## src/noq_pkg.sv

```systemverilog
// Package for the note-off timer queue: request and result structs, the per-cell
// entry and control types, mode codes and the state machine type.
// Depends on nothing; every other file refers to it by scoped names.
`timescale 1ns / 1ps

package noq_pkg;

    localparam int unsigned TimeW = 32;
    localparam int unsigned DurW  = 20;
    localparam int unsigned ChW   = 4;
    localparam int unsigned NoteW = 7;
    localparam int unsigned StepW = 16;

    localparam logic [TimeW-1:0] MaxTime = {TimeW{1'b1}};

    typedef enum logic [1:0] {
        MODE_NOTE  = 2'd0,
        MODE_TICK  = 2'd1,
        MODE_START = 2'd2,
        MODE_STOP  = 2'd3
    } t_mode;

    typedef enum logic {
        STATUS_OFF  = 1'b0,
        STATUS_DROP = 1'b1
    } t_status;

    typedef struct packed {
        logic [1:0]       mode;
        logic [TimeW-1:0] event_time;
        logic [DurW-1:0]  duration;
        logic [ChW-1:0]   channel;
        logic [NoteW-1:0] note_number;
        logic [StepW-1:0] time_step;
    } t_in_req;

    typedef struct packed {
        logic [ChW-1:0]   channel_out;
        logic [NoteW-1:0] note_out;
        logic             status;
        logic             last;
    } t_out_req;

    // One stored note-off as held in a cell.
    typedef struct packed {
        logic             valid;
        logic [TimeW-1:0] due;
        logic [ChW-1:0]   channel;
        logic [NoteW-1:0] note;
    } t_entry;

    typedef enum logic [1:0] {
        OP_HOLD   = 2'd0,
        OP_INSERT = 2'd1,
        OP_POP    = 2'd2
    } t_cell_op;

    // Control broadcast from the sequencer to every cell.
    typedef struct packed {
        t_cell_op         op;
        logic             flush;
        logic [TimeW-1:0] now;
        logic [TimeW-1:0] new_due;
        logic [ChW-1:0]   new_channel;
        logic [NoteW-1:0] new_note;
    } t_cell_ctl;

    typedef enum logic [1:0] {
        S_IDLE   = 2'd0,
        S_INSERT = 2'd1,
        S_DRAIN  = 2'd2
    } t_state;

endpackage

```

## src/note_off_timer_queue.sv

```systemverilog
// Top level of the note-off timer queue: sequencer, time keeping, output register
// and the chain of noq_cell slots. Depends on noq_pkg and noq_cell.
`timescale 1ns / 1ps

// The queue keeps up to CAPACITY pending note-offs sorted by due time in a row
// of cells, with equal due times in the order they were scheduled. A schedule
// request is first accepted and its saturated due time worked out; then, in
// the insert state, every cell compares and the row opens a gap in place.
// When the row is full the request instead returns a single dropped result.
// A tick request first advances the clock (only while running) and then, in
// the drain state, releases due offs from the head of the row, one result per
// cycle while the output is not stalled; the final result is known in the
// cycle it is issued. When nothing is due, the drain state finds that out and
// returns to idle. Stop behaves likewise for the whole row. Start only sets the
// running flag. The next request is only taken once the final result has left
// the output register, and the pace is set by the single head-of-row release
// per cycle. New requests are held off while a request is being worked on or a
// result is waiting in the output register.
// There is no clearing pass: reset empties the row at once.

module note_off_timer_queue #(
    parameter int unsigned CAPACITY = 32
) (
    input  logic              i_clk,
    input  logic              i_rst_n,
    input  logic              i_in_valid,
    output logic              o_in_stall,
    input  noq_pkg::t_in_req  i_in_req,
    output logic              o_out_valid,
    input  logic              i_out_stall,
    output noq_pkg::t_out_req o_out_req
);

    noq_pkg::t_state   r_state,   n_state;
    logic [noq_pkg::TimeW-1:0] r_time, n_time;
    logic              r_running, n_running;
    logic              r_flush,   n_flush;
    logic [noq_pkg::TimeW-1:0]  r_new_due,  n_new_due;
    logic [noq_pkg::ChW-1:0]    r_new_ch,   n_new_ch;
    logic [noq_pkg::NoteW-1:0]  r_new_note, n_new_note;
    logic              r_out_valid, n_out_valid;
    noq_pkg::t_out_req r_out,     n_out;

    noq_pkg::t_cell_ctl w_ctl;
    noq_pkg::t_entry    w_ent [CAPACITY];
    logic [CAPACITY-1:0] w_ins;
    logic [CAPACITY-1:0] w_rel;

    logic              w_accept;
    logic              w_slot_free;
    logic              w_full;
    logic              w_last;
    logic [noq_pkg::TimeW:0] w_due_sum;
    logic [noq_pkg::TimeW:0] w_time_sum;

    // Requests are taken only when idle with an empty output register.
    assign o_in_stall  = (r_state != noq_pkg::S_IDLE) || r_out_valid;
    assign w_accept    = i_in_valid && !o_in_stall;
    assign w_slot_free = !r_out_valid || !i_out_stall;
    assign w_full      = w_ent[CAPACITY-1].valid;

    // The head result is the final one when its successor is not releasable too.
    assign w_last = !w_rel[1];

    // Saturating sums; the carry out of the top bit means overflow.
    assign w_due_sum  = {1'b0, i_in_req.event_time}
                      + {{(noq_pkg::TimeW - noq_pkg::DurW + 1){1'b0}}, i_in_req.duration};
    assign w_time_sum = {1'b0, r_time}
                      + {{(noq_pkg::TimeW - noq_pkg::StepW + 1){1'b0}}, i_in_req.time_step};

    always_comb begin
        n_state     = r_state;
        n_time      = r_time;
        n_running   = r_running;
        n_flush     = r_flush;
        n_new_due   = r_new_due;
        n_new_ch    = r_new_ch;
        n_new_note  = r_new_note;
        n_out       = r_out;
        n_out_valid = r_out_valid && i_out_stall;

        w_ctl.op          = noq_pkg::OP_HOLD;
        w_ctl.flush       = r_flush;
        w_ctl.now         = r_time;
        w_ctl.new_due     = r_new_due;
        w_ctl.new_channel = r_new_ch;
        w_ctl.new_note    = r_new_note;

        unique case (r_state)
            noq_pkg::S_IDLE: begin
                if (w_accept) begin
                    unique case (noq_pkg::t_mode'(i_in_req.mode))
                        noq_pkg::MODE_NOTE: begin
                            if (w_full) begin
                                n_out_valid       = 1'b1;
                                n_out.channel_out = i_in_req.channel;
                                n_out.note_out    = i_in_req.note_number;
                                n_out.status      = noq_pkg::STATUS_DROP;
                                n_out.last        = 1'b1;
                            end else begin
                                n_new_due  = w_due_sum[noq_pkg::TimeW] ? noq_pkg::MaxTime
                                           : w_due_sum[noq_pkg::TimeW-1:0];
                                n_new_ch   = i_in_req.channel;
                                n_new_note = i_in_req.note_number;
                                n_state    = noq_pkg::S_INSERT;
                            end
                        end
                        noq_pkg::MODE_TICK: begin
                            if (r_running) begin
                                n_time = w_time_sum[noq_pkg::TimeW] ? noq_pkg::MaxTime
                                       : w_time_sum[noq_pkg::TimeW-1:0];
                            end
                            n_flush = 1'b0;
                            n_state = noq_pkg::S_DRAIN;
                        end
                        noq_pkg::MODE_START: begin
                            n_running = 1'b1;
                        end
                        noq_pkg::MODE_STOP: begin
                            n_running = 1'b0;
                            n_flush   = 1'b1;
                            n_state   = noq_pkg::S_DRAIN;
                        end
                        default: begin
                            n_state = noq_pkg::S_IDLE;
                        end
                    endcase
                end
            end
            noq_pkg::S_INSERT: begin
                w_ctl.op = noq_pkg::OP_INSERT;
                n_state  = noq_pkg::S_IDLE;
            end
            noq_pkg::S_DRAIN: begin
                if (!w_rel[0]) begin
                    n_state = noq_pkg::S_IDLE;
                end else if (w_slot_free) begin
                    w_ctl.op          = noq_pkg::OP_POP;
                    n_out_valid       = 1'b1;
                    n_out.channel_out = w_ent[0].channel;
                    n_out.note_out    = w_ent[0].note;
                    n_out.status      = noq_pkg::STATUS_OFF;
                    n_out.last        = w_last;
                    if (w_last) begin
                        n_state = noq_pkg::S_IDLE;
                    end
                end
            end
            default: begin
                n_state = noq_pkg::S_IDLE;
            end
        endcase
    end

    always_ff @(posedge i_clk) begin
        r_new_due  <= n_new_due;
        r_new_ch   <= n_new_ch;
        r_new_note <= n_new_note;
        r_out      <= n_out;
        if (!i_rst_n) begin
            r_state     <= noq_pkg::S_IDLE;
            r_time      <= '0;
            r_running   <= 1'b0;
            r_flush     <= 1'b0;
            r_out_valid <= 1'b0;
        end else begin
            r_state     <= n_state;
            r_time      <= n_time;
            r_running   <= n_running;
            r_flush     <= n_flush;
            r_out_valid <= n_out_valid;
        end
    end

    // The row of cells: slot 0 is the head, the next off to leave.
    for (genvar g = 0; g < CAPACITY; g++) begin : g_cell
        logic            w_prev_ins;
        noq_pkg::t_entry w_prev_ent;
        noq_pkg::t_entry w_next_ent;

        if (g == 0) begin : g_head
            assign w_prev_ins = 1'b0;
            assign w_prev_ent = '0;
        end else begin : g_body
            assign w_prev_ins = w_ins[g-1];
            assign w_prev_ent = w_ent[g-1];
        end

        if (g == CAPACITY - 1) begin : g_tail
            assign w_next_ent = '0;
        end else begin : g_inner
            assign w_next_ent = w_ent[g+1];
        end

        noq_cell u_cell (
            .i_clk      (i_clk),
            .i_rst_n    (i_rst_n),
            .i_ctl      (w_ctl),
            .i_prev_ins (w_prev_ins),
            .i_prev_ent (w_prev_ent),
            .i_next_ent (w_next_ent),
            .o_ent      (w_ent[g]),
            .o_ins      (w_ins[g]),
            .o_rel      (w_rel[g])
        );
    end

    assign o_out_valid = r_out_valid;
    assign o_out_req   = r_out;

endmodule

```

## src/noq_cell.sv

```systemverilog
// One slot of the sorted note-off chain: holds an entry and, on command, keeps it,
// takes the inserted off or its left neighbour's entry, or takes its right neighbour's.
// Depends on noq_pkg.
`timescale 1ns / 1ps

module noq_cell (
    input  logic               i_clk,
    input  logic               i_rst_n,
    input  noq_pkg::t_cell_ctl i_ctl,
    input  logic               i_prev_ins,
    input  noq_pkg::t_entry    i_prev_ent,
    input  noq_pkg::t_entry    i_next_ent,
    output noq_pkg::t_entry    o_ent,
    output logic               o_ins,
    output logic               o_rel
);

    noq_pkg::t_entry r_ent;
    noq_pkg::t_entry n_ent;

    // The new off lands at or before this slot when this slot is empty or later.
    assign o_ins = !r_ent.valid || (r_ent.due > i_ctl.new_due);
    assign o_rel = r_ent.valid && (i_ctl.flush || (r_ent.due <= i_ctl.now));
    assign o_ent = r_ent;

    always_comb begin
        n_ent = r_ent;
        case (i_ctl.op)
            noq_pkg::OP_INSERT: begin
                if (o_ins) begin
                    if (i_prev_ins) begin
                        n_ent = i_prev_ent;
                    end else begin
                        n_ent.valid   = 1'b1;
                        n_ent.due     = i_ctl.new_due;
                        n_ent.channel = i_ctl.new_channel;
                        n_ent.note    = i_ctl.new_note;
                    end
                end
            end
            noq_pkg::OP_POP: begin
                n_ent = i_next_ent;
            end
            default: begin
                n_ent = r_ent;
            end
        endcase
    end

    always_ff @(posedge i_clk) begin
        r_ent.due     <= n_ent.due;
        r_ent.channel <= n_ent.channel;
        r_ent.note    <= n_ent.note;
        if (!i_rst_n) begin
            r_ent.valid <= 1'b0;
        end else begin
            r_ent.valid <= n_ent.valid;
        end
    end

endmodule

```

## config.mk

```make
export PLATFORM = sky130hd
export DESIGN_NAME = note_off_timer_queue
export DESIGN_NICKNAME = d
export VERILOG_FILES = /design/src/noq_pkg.sv /design/src/note_off_timer_queue.sv /design/src/noq_cell.sv
export SDC_FILE = /design/constraint.sdc
export NUM_CORES = 2
export LEC_CHECK = 0
export BUFFER_PORTS_ARGS = -buffer_cell sky130_fd_sc_hd__buf_2
export CORE_AREA = 4 4 562 564
export DETAILED_ROUTE_END_ITERATION = 16
export DIE_AREA = 0 0 566 568
export RECOVER_POWER = 100
export SYNTH_ARGS = -nofsm -noshare
export SYNTH_HDL_FRONTEND = slang
export SYNTH_HIERARCHICAL = 1
export SYNTH_SLANG_ARGS = --single-unit
export TNS_END_PERCENT = 1
```

## constraint.sdc

```tcl
create_clock -name i_clk -period 6.13 [get_ports i_clk]
set_input_delay 0 -clock i_clk [delete_from_list [all_inputs] [get_ports i_clk]]
set_output_delay 0 -clock i_clk [all_outputs]
set_load 0.03 [all_outputs]
```

==> flow_summary_export.csv <==
group,metric,value,unit
setup_path,crit_top_cell,"a21oi_1",
timing,fin_crit_sh,87.9,%
pwr,p_leak,54.5,nW
setup_path,startpoint_type,"register",
cells_and_area,nets,12547,
place,gp_congestion,0.857,
route,drt_wl_total,311,mm
setup_path,slowest_delay,1.00,ns
setup_path,crit_path_end_kind,"register",
synth,synth_area,106000,sq um
cells_and_area,syn2layout_area_growth,13.7,%
setup_path,crit_chain,"inv_1 > ha_1 > a21oi_1 > o21ai_0 > a221oi_1 > a31oi_1 > o41ai_1 > and4_4 > buf_4 > nor2b_4 > a21oi_1 > o21ai_4 > clkbuf_2",
timing,setup_violations,0,
route,vias_per_cell,5.28,
route,first_iter_violations,6146,
floorplanning,coreArea,311000,sq um
route,first_pass_iters,8,
place,numPortBuffers,99,
route,post_drt_wl_per_cell,19.9,um
timing,max_freq,0.185,GHz
outcome,outcome,"finished, violations left",
setup_path,critical_path_class,"reg2reg",
floorplanning,start_util,34.0,%
setup_path,crit_required,6.55,ns
place,place_inst,15142,
synth,synthesis.instances,11066,
route,ant_nets,0,
timing,relSlewSlack,-87.8,%
timing,clock_skew,0.0699,ns
setup_path,crit_slowest_cell,"clkbuf_2",
clock_network,clkLatencyLatePin,0.87,ns
clock_network,cts_max_level,4,
pwr,powerDensity,240,nW/um^2
cells_and_area,drive_gt1_share,6.47,%
place,dp_hpwl,228,mm
pwr,ir_worst_vdd,0.000220,V
floorplanning,die_h,568,um
floorplanning,die-area,321000,sq um
setup_path,cp_max_fo,43,
floorplanning,rows,205,
timing,fin_crit,5.39,ns
global_routing,overflow,0,
global_routing,grt_use_total,18.5,%
global_routing,grt_max_degree,89,
clock_network,cts.sink_count,1501,
setup_path,cpLargestDelayFamily,"compound AO/OA/AOI/OAI gates",
clock_network,ctsHoldBuffers,147,
floorplanning,ios,100,
clock_network,cts_buffer_depth,4,
clock_network,postCtsSetupRepairBufs,0,
timing,hold_viol,0,
flow_run,drv_cap,14,
clock_network,clk_pin_slew,0.06,ns
global_routing,grt_pass1_wl,478,mm
route,drc_errors,0,
cells_and_area,instances_no_fill,15625,
timing,drv_slew,903,
route,dr_total_vias,82446,
clock_network,cts_tree,"done",
timing,worstMarginPinSlew,2.82,ns
pwr,power,28.9,mW
outcome,violations,"capacitance limit, slew limit",
global_routing,grt_pass1_vias,81170,
clock_network,cts_buffers,182,
global_routing,antenna_found_initial,5,
timing,rsz0062_at_grt,"no",
hold_path,hp-class,"in2reg",
setup_path,crit_arrival,5.81,ns
clock_network,cts_root_buffer,"clkbuf_16",
synth,avgSynthCellArea,9.55,sq um
setup_path,path_buf_inv,3,
floorplanning,die_w,566,um
synth,yosys_warnings,6,
clock_network,post_cts_resized,0,
-- power by group --
group | switching [mW] | total (mW) | internal (mW)
Clock | 4.68 | 11.3 | 6.60
Combinational | 2.60 | 4.21 | 1.62
Sequential | 0.911 | 13.4 | 12.5
-- routing by layer --
layer,GRT usage [%],routed length [um]
met4,4.34,7230
met5,0,0
met1,24.9,139000
met2,32.0,150000
met3,1.90,15000
-- cell usage in the layout (no fill, tap or decap), types with 90 or more instances in the layout --
cell and n:
o21ai_0 1637, inv_1 1194, conb_1 90, buf_4 164, dlygate4sd3_1 147, edfxtp_1 1432
ha_1 1126, nor2_1 100, mux2i_1 1412, nand2_1 1862, nand3_1 90, nand4_1 175
a21oi_1 617, clkbuf_16 183
-- path summary, 6_finish.rpt --
path,slack [ns],to,depth (start not counted),start
worst max-delay path,0.74,g_cell[0].u_cell/o_ent[10],13,r_time[5]
worst min-delay path,0.1,o_out_req[10],3,i_in_req[24]
worst max register to register,0.74,g_cell[0].u_cell/o_ent[10],13,r_time[5]
worst min register to register,0.47,g_cell[30].u_cell/o_ent[1],2,g_cell[31].u_cell/o_ent[1]
-- state kept, by name, summed over array words and instances (netlist names) --
signal	flops
r_flush	1
r_running	1
o_out_valid	1
g_cell.u_cell/o_ent	1408
r_time	32
o_out_req	13
r_new_ch	4
r_new_due	32
r_new_note	7
r_state	2
-- tightest hold or removal path: stages --
cell           delay [ns]
dlygate4sd3_1        0.52
clkbuf_1             0.12
mux2_1               0.15
-- layout make-up --
| class | count | area [sq um] |
|---|---|---|
| Sequential cell | 1501 | 44400 |
| Clock buffer | 242 | 4910 |
| Inverter | 1195 | 4490 |
| Clock inverter | 91 | 1180 |
| Timing Repair Buffer | 491 | 4140 |
| Tap cell | 4140 | 5180 |
| Multi-Input combinational cell | 7962 | 55900 |
| Fill cell | 30931 | 191000 |
| Antenna cell | 3 | 7.51 |
-- through the flow --
step / setup WS [ns] / hold slack, ns / utilization, % / setup TNS [ns] / instance area [sq um]
after global routing: 0.408 / 0.105 / 38.6 / 0 / 120000
final: 0.739 / 0.0986 / 38.6 / 0 / 120000
after global placement: 1.19 / 0.192 / 36.4 / 0 / 113000
after detailed placement: 1.14 / 0.195 / 36.4 / 0 / 113000
after CTS: 1.11 / 0.0212 / 38.8 / 0 / 121000
after floorplan: -0.0172 / 0.0989 / - / -21.82 / 106000
No activity file was read; power rests on OpenSTA's default activity.
